**src/design/bms_pkg.sv**
```systemverilog
// bms_pkg: shared types and constants for the ball motion step block.
// Holds the payload structs, the control structs between the top level and the
// axis units, register indexes and reset values. No dependencies.
`timescale 1ns / 1ps

package bms_pkg;

  localparam int unsigned TimeW  = 16;  // tick_time, unsigned Q0.16
  localparam int unsigned WordW  = 32;  // positions, velocities, accelerations
  localparam int unsigned SpeedW = 31;  // friction and speed limits
  localparam int unsigned PixW   = 12;  // radius and arena sizes, whole pixels
  localparam int unsigned FracW  = 16;  // fraction bits of Q16.16
  localparam int unsigned HitW   = 2;
  localparam int unsigned CfgIdxW  = 3;
  localparam int unsigned CfgDataW = 32;

  // Configuration register indexes
  localparam logic [CfgIdxW-1:0] RegFriction = 3'd0;
  localparam logic [CfgIdxW-1:0] RegMaxSpdX  = 3'd1;
  localparam logic [CfgIdxW-1:0] RegMaxSpdY  = 3'd2;
  localparam logic [CfgIdxW-1:0] RegRadius   = 3'd3;
  localparam logic [CfgIdxW-1:0] RegWidth    = 3'd4;
  localparam logic [CfgIdxW-1:0] RegHeight   = 3'd5;

  // Reset values
  localparam logic [SpeedW-1:0] FrictionRst = 31'd0;
  localparam logic [SpeedW-1:0] MaxSpdRst   = 31'd65536000;
  localparam logic [PixW-1:0]   RadiusRst   = 12'd10;
  localparam logic [PixW-1:0]   WidthRst    = 12'd800;
  localparam logic [PixW-1:0]   HeightRst   = 12'd600;

  // Wall hit codes
  localparam logic [HitW-1:0] HitNone = 2'd0;
  localparam logic [HitW-1:0] HitFar  = 2'd1;
  localparam logic [HitW-1:0] HitNear = 2'd2;

  typedef struct packed {
    logic        [TimeW-1:0] tick_time;
    logic signed [WordW-1:0] accel_x;
    logic signed [WordW-1:0] accel_y;
  } in_t;

  typedef struct packed {
    logic signed [WordW-1:0] pos_x;
    logic signed [WordW-1:0] pos_y;
    logic signed [WordW-1:0] vel_x;
    logic signed [WordW-1:0] vel_y;
    logic        [HitW-1:0]  hit_x;
    logic        [HitW-1:0]  hit_y;
  } out_t;

  typedef struct packed {
    logic start;  // begin a tick with the operands on the axis inputs
    logic ack;    // result taken, release the axis
  } axis_ctrl_t;

  typedef struct packed {
    logic idle;   // ready for a start
    logic done;   // result held on the axis outputs
  } axis_stat_t;

endpackage

```
**src/design/bms_serial_mul.sv**
```systemverilog
// bms_serial_mul: bit-serial shift-add multiplier, signed word times unsigned time.
// Retires one multiplier bit per cycle; product is floor(mcand * mplier / 2^16).
// Depends on bms_pkg.
`timescale 1ns / 1ps

module bms_serial_mul (
  input  logic                                   clk,
  input  logic                                   rst_n,
  input  logic                                   load,
  input  logic signed [bms_pkg::WordW-1:0]       mcand,
  input  logic        [bms_pkg::TimeW-1:0]       mplier,
  output logic                                   busy,
  output logic signed [bms_pkg::WordW-1:0]       prod
);

  localparam int unsigned Steps = bms_pkg::TimeW;
  localparam int unsigned CntW  = $clog2(Steps + 1);
  localparam int unsigned HiW   = bms_pkg::WordW + 1;

  logic [CntW-1:0]                  cnt_r, cnt_nxt;
  logic signed [bms_pkg::WordW-1:0] a_r;
  logic signed [HiW-1:0]            hi_r, hi_nxt;
  logic [bms_pkg::TimeW-1:0]        lo_r, lo_nxt;
  logic signed [HiW-1:0]            sum;

  assign busy = (cnt_r != '0);
  assign prod = hi_r[bms_pkg::WordW-1:0];

  always_comb begin
    sum     = hi_r + (lo_r[0] ? {a_r[bms_pkg::WordW-1], a_r} : {HiW{1'b0}});
    hi_nxt  = {sum[HiW-1], sum[HiW-1:1]};
    lo_nxt  = {sum[0], lo_r[bms_pkg::TimeW-1:1]};
    cnt_nxt = cnt_r;
    if (load) begin
      cnt_nxt = CntW'(Steps);
    end else if (busy) begin
      cnt_nxt = cnt_r - 1'b1;
    end
  end

  always_ff @(posedge clk) begin
    if (!rst_n) begin
      cnt_r <= '0;
    end else begin
      cnt_r <= cnt_nxt;
    end
  end

  always_ff @(posedge clk) begin
    if (load) begin
      a_r  <= mcand;
      hi_r <= '0;
      lo_r <= mplier;
    end else if (busy) begin
      hi_r <= hi_nxt;
      lo_r <= lo_nxt;
    end
  end

endmodule

```
**src/design/bms_axis.sv**
```systemverilog
// bms_axis: one axis of the motion step, velocity update then position update.
// Sequences a bms_serial_mul for both products and holds the axis state.
// Depends on bms_pkg and bms_serial_mul.
`timescale 1ns / 1ps

module bms_axis (
  input  logic                                  clk,
  input  logic                                  rst_n,
  input  bms_pkg::axis_ctrl_t                   ctrl,
  input  logic signed [bms_pkg::WordW-1:0]      acc,
  input  logic        [bms_pkg::TimeW-1:0]      dt,
  input  logic        [bms_pkg::SpeedW-1:0]     friction,
  input  logic        [bms_pkg::SpeedW-1:0]     vmax,
  input  logic        [bms_pkg::PixW-1:0]       radius,
  input  logic        [bms_pkg::PixW-1:0]       span,
  output bms_pkg::axis_stat_t                   stat,
  output logic signed [bms_pkg::WordW-1:0]      pos,
  output logic signed [bms_pkg::WordW-1:0]      vel,
  output logic        [bms_pkg::HitW-1:0]       hit
);

  localparam int unsigned W  = bms_pkg::WordW;
  localparam int unsigned XW = W + 1;

  localparam logic [3:0] StIdle  = 4'd0;
  localparam logic [3:0] StMulA  = 4'd1;
  localparam logic [3:0] StVSum  = 4'd2;
  localparam logic [3:0] StVFric = 4'd3;
  localparam logic [3:0] StVClmp = 4'd4;
  localparam logic [3:0] StMulV  = 4'd5;
  localparam logic [3:0] StPSum  = 4'd6;
  localparam logic [3:0] StPWall = 4'd7;
  localparam logic [3:0] StDone  = 4'd8;

  logic [3:0]                state_r, state_nxt;
  logic [bms_pkg::TimeW-1:0] dt_r;
  logic signed [W-1:0]       vel_r, vel_nxt;
  logic signed [W-1:0]       pos_r, pos_nxt;
  logic signed [XW-1:0]      cand_r;
  logic [bms_pkg::HitW-1:0]  hit_r, hit_nxt;

  logic                      mul_load, mul_busy;
  logic signed [W-1:0]       mul_mcand, prod;
  logic [bms_pkg::TimeW-1:0] mul_mplier;

  logic signed [XW-1:0]      vsum, vdec, vinc, cand_sum;
  logic signed [W-1:0]       vm, vm_neg, vclamp;
  logic signed [XW-1:0]      r_fix, w_fix, wr_fix;

  bms_serial_mul u_mul (
    .clk    (clk),
    .rst_n  (rst_n),
    .load   (mul_load),
    .mcand  (mul_mcand),
    .mplier (mul_mplier),
    .busy   (mul_busy),
    .prod   (prod)
  );

  always_comb begin
    // wall limits in Q16.16
    r_fix  = $signed({{(XW-bms_pkg::PixW-bms_pkg::FracW){1'b0}}, radius,
                      {bms_pkg::FracW{1'b0}}});
    w_fix  = $signed({{(XW-bms_pkg::PixW-bms_pkg::FracW){1'b0}}, span,
                      {bms_pkg::FracW{1'b0}}});
    wr_fix = w_fix - r_fix;

    vsum     = {vel_r[W-1], vel_r} + {prod[W-1], prod};
    vdec     = {vel_r[W-1], vel_r} - $signed({2'b00, friction});
    vinc     = {vel_r[W-1], vel_r} + $signed({2'b00, friction});
    vm       = $signed({1'b0, vmax});
    vm_neg   = -vm;
    cand_sum = {pos_r[W-1], pos_r} + {prod[W-1], prod};

    if (vel_r > vm) begin
      vclamp = vm;
    end else if (vel_r < vm_neg) begin
      vclamp = vm_neg;
    end else begin
      vclamp = vel_r;
    end

    state_nxt  = state_r;
    vel_nxt    = vel_r;
    pos_nxt    = pos_r;
    hit_nxt    = hit_r;
    mul_load   = 1'b0;
    mul_mcand  = acc;
    mul_mplier = dt;

    unique case (state_r)
      StIdle: begin
        if (ctrl.start) begin
          mul_load  = 1'b1;
          state_nxt = StMulA;
        end
      end
      StMulA: begin
        if (!mul_busy) begin
          state_nxt = StVSum;
        end
      end
      StVSum: begin
        // saturate velocity plus acceleration times time
        if (vsum[XW-1] != vsum[W-1]) begin
          vel_nxt = vsum[XW-1] ? {1'b1, {(W-1){1'b0}}} : {1'b0, {(W-1){1'b1}}};
        end else begin
          vel_nxt = vsum[W-1:0];
        end
        state_nxt = StVFric;
      end
      StVFric: begin
        // pull toward zero without crossing it
        if (vel_r > 0) begin
          vel_nxt = vdec[XW-1] ? '0 : vdec[W-1:0];
        end else if (vel_r < 0) begin
          vel_nxt = vinc[XW-1] ? vinc[W-1:0] : '0;
        end
        state_nxt = StVClmp;
      end
      StVClmp: begin
        vel_nxt    = vclamp;
        mul_load   = 1'b1;
        mul_mcand  = vclamp;
        mul_mplier = dt_r;
        state_nxt  = StMulV;
      end
      StMulV: begin
        if (!mul_busy) begin
          state_nxt = StPSum;
        end
      end
      StPSum: begin
        state_nxt = StPWall;
      end
      StPWall: begin
        // far wall test wins over near wall
        if (cand_r > wr_fix) begin
          pos_nxt = wr_fix[W-1:0];
          hit_nxt = bms_pkg::HitFar;
        end else if (cand_r < r_fix) begin
          pos_nxt = r_fix[W-1:0];
          hit_nxt = bms_pkg::HitNear;
        end else begin
          pos_nxt = cand_r[W-1:0];
          hit_nxt = bms_pkg::HitNone;
        end
        state_nxt = StDone;
      end
      StDone: begin
        if (ctrl.ack) begin
          state_nxt = StIdle;
        end
      end
      default: begin
        state_nxt = StIdle;
      end
    endcase
  end

  always_ff @(posedge clk) begin
    if (!rst_n) begin
      state_r <= StIdle;
      vel_r   <= '0;
      pos_r   <= '0;
    end else begin
      state_r <= state_nxt;
      vel_r   <= vel_nxt;
      pos_r   <= pos_nxt;
    end
  end

  always_ff @(posedge clk) begin
    hit_r <= hit_nxt;
    if (state_r == StIdle && ctrl.start) begin
      dt_r <= dt;
    end
    if (state_r == StPSum) begin
      cand_r <= cand_sum;
    end
  end

  assign stat.idle = (state_r == StIdle);
  assign stat.done = (state_r == StDone);
  assign pos = pos_r;
  assign vel = vel_r;
  assign hit = hit_r;

endmodule

```
**src/design/ball_motion_step.sv**
```systemverilog
// ball_motion_step: top level, configuration registers, input and output stages.
// Runs one bms_axis per axis in lockstep. Depends on bms_pkg, bms_axis.
`timescale 1ns / 1ps

// One input transaction is one animation tick: elapsed time and a 2-D
// acceleration. The block keeps position and velocity per axis in signed Q16.16,
// adds acceleration times time to velocity with saturation, applies friction
// toward zero, clamps to the per-axis speed limit, moves the position by velocity
// times time and pins it against any arena wall the ball's edge would pass,
// flagging the wall. Each tick yields exactly one result transaction. Both
// products of an axis go through one bit-serial multiplier that retires one bit
// of tick_time per cycle; between them come the saturating velocity sum, friction
// and the speed clamp, and after the second the position sum, the wall test and
// the handoff. The next tick is accepted in the cycle after the previous result
// moves into the output register, so a held result only delays the next tick
// once the following result is also finished. Configuration writes are always
// ready and must only be issued while no tick is in flight; indexes above 5 are
// dropped. Reset restores the register defaults and zeroes position and velocity.

module ball_motion_step (
  input  logic                               clk,
  input  logic                               rst_n,
  // input channel
  input  logic                               in_valid,
  output logic                               in_stall,
  input  bms_pkg::in_t                       in_data,
  // result channel
  output logic                               out_valid,
  input  logic                               out_stall,
  output bms_pkg::out_t                      out_data,
  // configuration write channel
  input  logic                               cfg_valid,
  output logic                               cfg_ready,
  input  logic [bms_pkg::CfgIdxW-1:0]        cfg_index,
  input  logic [bms_pkg::CfgDataW-1:0]       cfg_data
);

  logic [bms_pkg::SpeedW-1:0] friction_r, max_spd_x_r, max_spd_y_r;
  logic [bms_pkg::PixW-1:0]   radius_r, width_r, height_r;

  bms_pkg::axis_ctrl_t ctrl;
  bms_pkg::axis_stat_t stat_x, stat_y;

  logic signed [bms_pkg::WordW-1:0] pos_x, pos_y, vel_x, vel_y;
  logic [bms_pkg::HitW-1:0]         hit_x, hit_y;

  logic          in_take, out_load;
  logic          out_valid_r, out_valid_nxt;
  bms_pkg::out_t out_data_r;

  // Configuration: always ready; the user must write only between ticks, the block does not enforce it.
  assign cfg_ready = 1'b1;

  always_ff @(posedge clk) begin
    if (!rst_n) begin
      friction_r  <= bms_pkg::FrictionRst;
      max_spd_x_r <= bms_pkg::MaxSpdRst;
      max_spd_y_r <= bms_pkg::MaxSpdRst;
      radius_r    <= bms_pkg::RadiusRst;
      width_r     <= bms_pkg::WidthRst;
      height_r    <= bms_pkg::HeightRst;
    end else if (cfg_valid && cfg_ready) begin
      unique case (cfg_index)
        bms_pkg::RegFriction: friction_r  <= cfg_data[bms_pkg::SpeedW-1:0];
        bms_pkg::RegMaxSpdX:  max_spd_x_r <= cfg_data[bms_pkg::SpeedW-1:0];
        bms_pkg::RegMaxSpdY:  max_spd_y_r <= cfg_data[bms_pkg::SpeedW-1:0];
        bms_pkg::RegRadius:   radius_r    <= cfg_data[bms_pkg::PixW-1:0];
        bms_pkg::RegWidth:    width_r     <= cfg_data[bms_pkg::PixW-1:0];
        bms_pkg::RegHeight:   height_r    <= cfg_data[bms_pkg::PixW-1:0];
        default: ;  // drop writes to unused indexes
      endcase
    end
  end

  // Accept a transaction whenever both axes are free; they always run in step.
  assign in_stall = !(stat_x.idle && stat_y.idle);
  assign in_take  = in_valid && !in_stall;

  // Move a finished tick into the output register once it is empty or draining.
  assign out_load = stat_x.done && stat_y.done && (!out_valid_r || !out_stall);

  assign ctrl.start = in_take;
  assign ctrl.ack   = out_load;

  bms_axis u_axis_x (
    .clk      (clk),
    .rst_n    (rst_n),
    .ctrl     (ctrl),
    .acc      (in_data.accel_x),
    .dt       (in_data.tick_time),
    .friction (friction_r),
    .vmax     (max_spd_x_r),
    .radius   (radius_r),
    .span     (width_r),
    .stat     (stat_x),
    .pos      (pos_x),
    .vel      (vel_x),
    .hit      (hit_x)
  );

  bms_axis u_axis_y (
    .clk      (clk),
    .rst_n    (rst_n),
    .ctrl     (ctrl),
    .acc      (in_data.accel_y),
    .dt       (in_data.tick_time),
    .friction (friction_r),
    .vmax     (max_spd_y_r),
    .radius   (radius_r),
    .span     (height_r),
    .stat     (stat_y),
    .pos      (pos_y),
    .vel      (vel_y),
    .hit      (hit_y)
  );

  // Output register: hold while stalled, drop valid once taken.
  always_comb begin
    out_valid_nxt = out_valid_r;
    if (out_load) begin
      out_valid_nxt = 1'b1;
    end else if (!out_stall) begin
      out_valid_nxt = 1'b0;
    end
  end

  always_ff @(posedge clk) begin
    if (!rst_n) begin
      out_valid_r <= 1'b0;
    end else begin
      out_valid_r <= out_valid_nxt;
    end
  end

  always_ff @(posedge clk) begin
    if (out_load) begin
      out_data_r.pos_x <= pos_x;
      out_data_r.pos_y <= pos_y;
      out_data_r.vel_x <= vel_x;
      out_data_r.vel_y <= vel_y;
      out_data_r.hit_x <= hit_x;
      out_data_r.hit_y <= hit_y;
    end
  end

  assign out_valid = out_valid_r;
  assign out_data  = out_data_r;

endmodule

```
**config.mk**
```make
export PLATFORM = sky130hd
export DESIGN_NAME = ball_motion_step
export DESIGN_NICKNAME = d
export VERILOG_FILES = /design/src/design/bms_pkg.sv /design/src/design/bms_serial_mul.sv /design/src/design/bms_axis.sv /design/src/design/ball_motion_step.sv
export SDC_FILE = /design/constraint.sdc
export NUM_CORES = 2
export LEC_CHECK = 0
export BUFFER_PORTS_ARGS = -buffer_cell sky130_fd_sc_hd__buf_2
export CORE_ASPECT_RATIO = 0.7
export CORE_MARGIN = 4
export CORE_UTILIZATION = 60
export DETAILED_ROUTE_END_ITERATION = 10
export GPL_TIMING_DRIVEN = 0
export MAX_ROUTING_LAYER = met4
export PLACE_DENSITY = 0.78
export RECOVER_POWER = 100
export SLEW_MARGIN = 10
export SYNTH_ARGS = -nofsm -noshare
export SYNTH_HDL_FRONTEND = slang
export SYNTH_HIERARCHICAL = 1
export SYNTH_SLANG_ARGS = --single-unit
export TNS_END_PERCENT = 10
```
**constraint.sdc**
```tcl
create_clock -name clk -period 11.5 [get_ports clk]
set_input_delay 1.725 -clock clk [delete_from_list [all_inputs] [get_ports clk]]
set_output_delay 1.725 -clock clk [all_outputs]
set_load 0.02 [all_outputs]
```
# After elaboration in Yosys (flattened, before gate mapping)
# Index checks and enable logic that the tools add are counted.
dict set report word_totals {
  register_bits 670
  out_inout_bits 135
  word_cells 180
}
dict set report classes {
  add_sub_neg 16
  n_lt_le_gt_ge 12
  n_eq_ne 34
  mux 51
  bitwise_logic 1
  reduce_logical 31
}
# cell count
set ops {}
lappend ops {{$mux 32} 22}
lappend ops {{$add 32x32->33} 6}
lappend ops {{$pmux 32 s3} 2}
lappend ops {{$mux 16} 6}
lappend ops {{$pmux 4 s9} 2}
lappend ops {{$add 33x33->33} 2}
lappend ops {{$gt 33x33->1} 2}
lappend ops {{$lt 33x29->1} 2}
lappend ops {{$mux 33} 2}
lappend ops {{$sub 32x32->33} 2}
lappend ops {{$gt 32x1->1 const B} 2}
lappend ops {{$gt 32x32->1} 2}
lappend ops {{$lt 32x1->1 const B} 2}
lappend ops {{$lt 32x32->1} 2}
lappend ops {{$neg 31->32} 2}
lappend ops {{$sub 28x28->29} 2}
lappend ops {{$eq 4x3->1 const B} 8}
lappend ops {{$mux 4} 6}
lappend ops {{$mux 5} 4}
lappend ops {{$eq 4x2->1 const B} 4}
lappend ops {{$reduce_and 2->1} 8}
lappend ops {{$ne 2x1->1 const B} 5}
lappend ops {{$reduce_bool 5->1} 2}
lappend ops {{$sub 5x1->5 const B} 2}
lappend ops {{21 further kinds} 46}

# Logic depth before layout (Yosys ltp)
dict set report depth {
  word_depth 6
  ltp_mapped 25
  ltp_nobuf 24
}

# By module
# Netlist, hierarchy kept.
# mod n_inst cells_per_inst area_per_inst_um2 seq_area_each_um2
set by_module_without_submodules {}
lappend by_module_without_submodules {{bms_axis (u_axis_x)} 1 2121 16502.1 2892.8}
lappend by_module_without_submodules {{bms_axis (u_axis_y)} 1 2109 16090.4 2892.8}
lappend by_module_without_submodules {bms_serial_mul 2 511 4976.0 2182.1}
lappend by_module_without_submodules {ball_motion_step 1 616 8983.6 6566.3}

# Least setup slack after synthesis
# No wires, ideal clock.
dict set report synth_timing {
  kind {input -> register}
  startpoint {input port out_stall}
  endpoint {register u_axis_x.state_r[3]}
  arrival_time_ps 9017
  setup_slack_ps 2357
  cell_stages 3
  path_buffers 0
  path_cell_list {a21oi_1 o21ai_0 nor4bb_1}
}
dict set report synth_via {
  elab_chain_cells 5
}
# item line
set synth_rtl {}
lappend synth_rtl {{start, declared} ball_motion_step.sv:29} ;# input logic out_stall,
lappend synth_rtl {{$logic_not 1->1} --}
lappend synth_rtl {{$logic_or 1x1->1} ball_motion_step.sv:80} ;# assign out_load = stat_x.done && stat_y.done && (!out_valid_r || !out_stall);
lappend synth_rtl {{$logic_and 1x1->1} ball_motion_step.sv:80}
lappend synth_rtl {{$ne 2x1->1 (no line)} --}
lappend synth_rtl {{$reduce_and 4->1 (no line)} --}
lappend synth_rtl {{end signal, assigned} bms_axis.sv:163} ;# state_r <= StIdle;
lappend synth_rtl {{end signal, assigned} bms_axis.sv:167} ;# state_r <= state_nxt;
lappend synth_rtl {{end, declared} bms_axis.sv:35} ;# logic [3:0] state_r, state_nxt;
# Every way passes these cells.
# A chain may end at the register's enable or synchronous reset.

# Worst setup path after layout
dict set report layout_timing {
  startpoint {register max_spd_y_r[0] (netlist bit)}
  endpoint {register u_axis_y/u_mul/a_r[28] (netlist bit), data pin}
}
dict set report layout_via {
  elab_chain_cells 5
}
# item line
set layout_rtl {}
lappend layout_rtl {{start, declared} ball_motion_step.sv:38} ;# logic [bms_pkg::SpeedW-1:0] friction_r, max_spd_x_r, max_spd_y_r;
lappend layout_rtl {{start signal, assigned} ball_motion_step.sv:58} ;# max_spd_y_r <= bms_pkg::MaxSpdRst;
lappend layout_rtl {{start signal, assigned} ball_motion_step.sv:66} ;# bms_pkg::RegMaxSpdY: max_spd_y_r <= cfg_data[bms_pkg::SpeedW-1:0];
lappend layout_rtl {{$neg 31->32} bms_axis.sv:72} ;# vm_neg = -vm;
lappend layout_rtl {{$lt 32x32->1} bms_axis.sv:77} ;# end else if (vel_r < vm_neg) begin
lappend layout_rtl {{$mux 32} bms_axis.sv:77}
lappend layout_rtl {{$mux 32 (*)} bms_axis.sv:75} ;# if (vel_r > vm) begin
lappend layout_rtl {{$mux 32 (*)} bms_axis.sv:91} ;# unique case (state_r)
lappend layout_rtl {{named net u_axis_y.mul_mcand[28]} bms_axis.sv:43} ;# logic signed [W-1:0] mul_mcand, prod;
lappend layout_rtl {{end signal, assigned} bms_serial_mul.sv:51} ;# a_r <= mcand;
lappend layout_rtl {{end, declared} bms_serial_mul.sv:21} ;# logic signed [bms_pkg::WordW-1:0] a_r;
# Mark *: on every way through the listed nets, which the timed path passes. The rest lies on a longest branch.

==> reports/metrics.yaml <==
status: "finished with violations"
violations: "max-capacitance violations, max-slew violations"
ys_async_sr_fraction_pct: 0
worstHoldStart: "u_axis_y/hit[0]"
syn2layout_area_growth_pct: 9.22
end_kind: "register"
arrival_ns: 8.97
fp-row-count: 89
setup_violations: 0
syn_inst: 5868
cts_htree_levels: 3
drt-total-wl_mm: 196
wire_per_inst_um: 26.4
rsz0062_at_grt: "no"
regArea_um2: 16700
place.gp.congestion: 1.07
hold_buffers: 0
critPathMaxFanout: 10
p_per_area_nw_per_um2: 294
fin_nets: 6862
fillers: 7176
place_area_um2: 54500
cp.required_ns: 11.86
drc: 0
final_cell_mix: "nand2_1, ha_1, a21oi_1, clkbuf_1, dfxtp_1"
ys.flop_type: "dfxtp_1"
finalPower_uw: 16500
grt_pass1_wl_mm: 283
clk_latency_ns: 0.70
ys_seq_area_share_pct: 32.4
hold_end: "out_data[0]"
cts_sinks: 670
cts_tree: "done"
antenna_found_initial: 22
postRouteAntennaNets: 0
multi_input_area_um2: 32100
drive_above_1_share_pct: 7.78
vdd_drop_max_mv: 0.268
vias: 49340
drv_slew: 224
final_area_um2: 56300
portBuffers: 250
dp_hpwl_mm: 157
finalCriticalPeriod_ns: 8.61
core_um2: 84700
dr.pass1.iters: 6
cts_setup_buffers: 0
synth_area_um2: 51500
path_clk_slew_ns: 0.07
grt_pass1_vias: 44259
die-area_um2: 90700
synth_warnings: 6
cts_max_path_buffers: 3
pin_count: 255
slew-limit-headroom_pct: -36.0
final_common_cell: "nand2_1"
yosysUniqueCellTypes: 142
critical_path_class: "register to register"
r2r-start: "max_spd_y_r[0]"
synth_seq_cells: 670
p_leak_uw: 0.0237
min_period_over_period_pct: 74.9
synth_fp_nets: 6526
postCtsResizedCells: 0
hold_violations: 0
syn_area_per_cell_um2: 8.78
r2r-end: "u_axis_y/u_mul/a_r[28]"
fmax_ghz: 0.116
die_h_um: 253
drv_cap: 11
r2r_cells: 21
grt_max_degree: 33
track_usage_pct: 42.8
hold_class: "register to register"
numCtsBuffers: 70
synth_enable_flop_cells: 330
drt_iter0_markers: 7522
crit_path_start_kind: "register"
dieWidth_um: 358
cts_root_buffer: "clkbuf_16"
hold_depth: 0
routed_via_density: 6.65
start_util_pct: 60.8
reg2reg_slack_ns: 2.89
clock_skew_ns: 0.0445
worst_slew_pin_slew_ns: 2.04
overflow: 0
## where the power goes
part	total, uW	internal (uW)	switching, uW
combinational	10100	3520	6570
sequential	4100	3110	992
clock	2340	1270	1070
## cells by family after synthesis
| kind of cell | after synthesis | synth area share [%] |
|---|---|---|
| flip-flops | 670 | 32.4 |
| multiplexers | 235 | 4.71 |
| other | 1 | 0.00728 |
| buffers and inverters | 598 | 5.14 |
| AND/OR/NAND/NOR | 1882 | 17.8 |
| AO/OA/AOI/OAI | 1683 | 22.2 |
| XOR/XNOR | 261 | 4.45 |
| adder cells (fa/ha/maj) | 538 | 13.2 |
## worst max-delay path, stage by stage (launching register included)
cell and delay, ns:
dfxtp_1 0.39, inv_1 0.09, ha_1 0.28, or4b_1 0.45, clkbuf_1 0.24, nor4_1 1.06, and2_0 0.40, nand2_1 0.13
nor3_1 0.36, xnor2_1 0.18, ha_1 0.27, nand2_1 0.08, nor4_1 0.09, a221oi_1 0.61, nand3_1 0.17, o221ai_1 0.96
clkbuf_1 0.71, clkbuf_1 0.79, mux2i_1 0.27, a21oi_1 0.05, o21ai_0 0.44, nand2_1 0.22
## flip-flops by register name, indices dropped and copies added, names as in the netlist, 32 cells and up
| signal | count |
|---|---|
| u_axis_y/vel | 32 |
| u_axis_x/vel | 32 |
| u_axis_y/u_mul/a_r | 32 |
| u_axis_x/u_mul/hi_r | 32 |
| u_axis_x/u_mul/a_r | 32 |
| u_axis_x/cand_r | 33 |
| out_data | 132 |
| u_axis_x/pos | 32 |
| u_axis_y/pos | 32 |
| u_axis_y/u_mul/hi_r | 32 |
| u_axis_y/cand_r | 33 |
## per-stage QoR
step	setup TNS [ns]	worst slack (ns)	hold slack [ns]	cells	utilization [%]
after CTS	0	4.59	0.419	7398	67.0
after global routing	0	2.88	0.434	7418	66.4
final	0	2.89	0.418	7421	66.4
after floorplan	0	2.36	0.400	5868	-
after global placement	-203.59	-2.21	0.401	7255	64.0
after detailed placement	0	4.66	0.408	7269	64.3
## worst max-delay path by stage
stage	slack, ns	end	startpoint
6_report	2.89	u_axis_y/u_mul/a_r[28]	max_spd_y_r[0]
3_3_place_gp	-2.21	u_axis_x/state_r[3]	out_stall
5_1_grt	2.88	u_axis_y/u_mul/a_r[31]	max_spd_y_r[0]
3_5_place_dp	4.66	u_axis_y/vel[3]	max_spd_y_r[0]
4_1_cts	4.59	u_axis_y/vel[3]	max_spd_y_r[0]
2_1_floorplan	2.36	u_axis_x/state_r[3]	out_stall
## synth_stat cells (64+ instances only)
master,instances,area (um2)
dfxtp_1,340,6810
clkbuf_1,168,631
edfxtp_1,330,9910
a21o_1,161,1210
and2_1,85,532
nand2_1,717,2690
nor2b_1,91,569
mux2i_1,178,1780
nand3_1,163,816
o21a_1,64,480
a31oi_1,73,457
o21ai_0,296,1480
nor3_1,106,531
nor2_1,338,1270
a21oi_1,446,2230
xnor2_1,190,1660
ha_1,526,6580
inv_1,308,1160
xor2_1,70,613
## layout make-up
class / instances / share of cell area [%]
clock inverters: 36 / 0.585
multi-input cells: 4600 / 57.0
diodes: 23 / 0.102
repair buffers: 264 / 2.00
inverters: 316 / 2.11
flip-flops and latches: 670 / 29.7
well taps: 1137 / 2.53
plain buffers: 282 / 2.54
clock buffers: 93 / 3.45
## metal layers
layer	wire, um	up-vias	part of all wire (%)	GRT usage, %
li1	-	22234	-	-
met2	72500	3276	37	53.4
met4	3660	0	1.9	8.13
met1	85300	23545	44	62.5
met3	34200	285	17	19.9
met5	0	-	0	-
(Power assumes the default switching activity.)
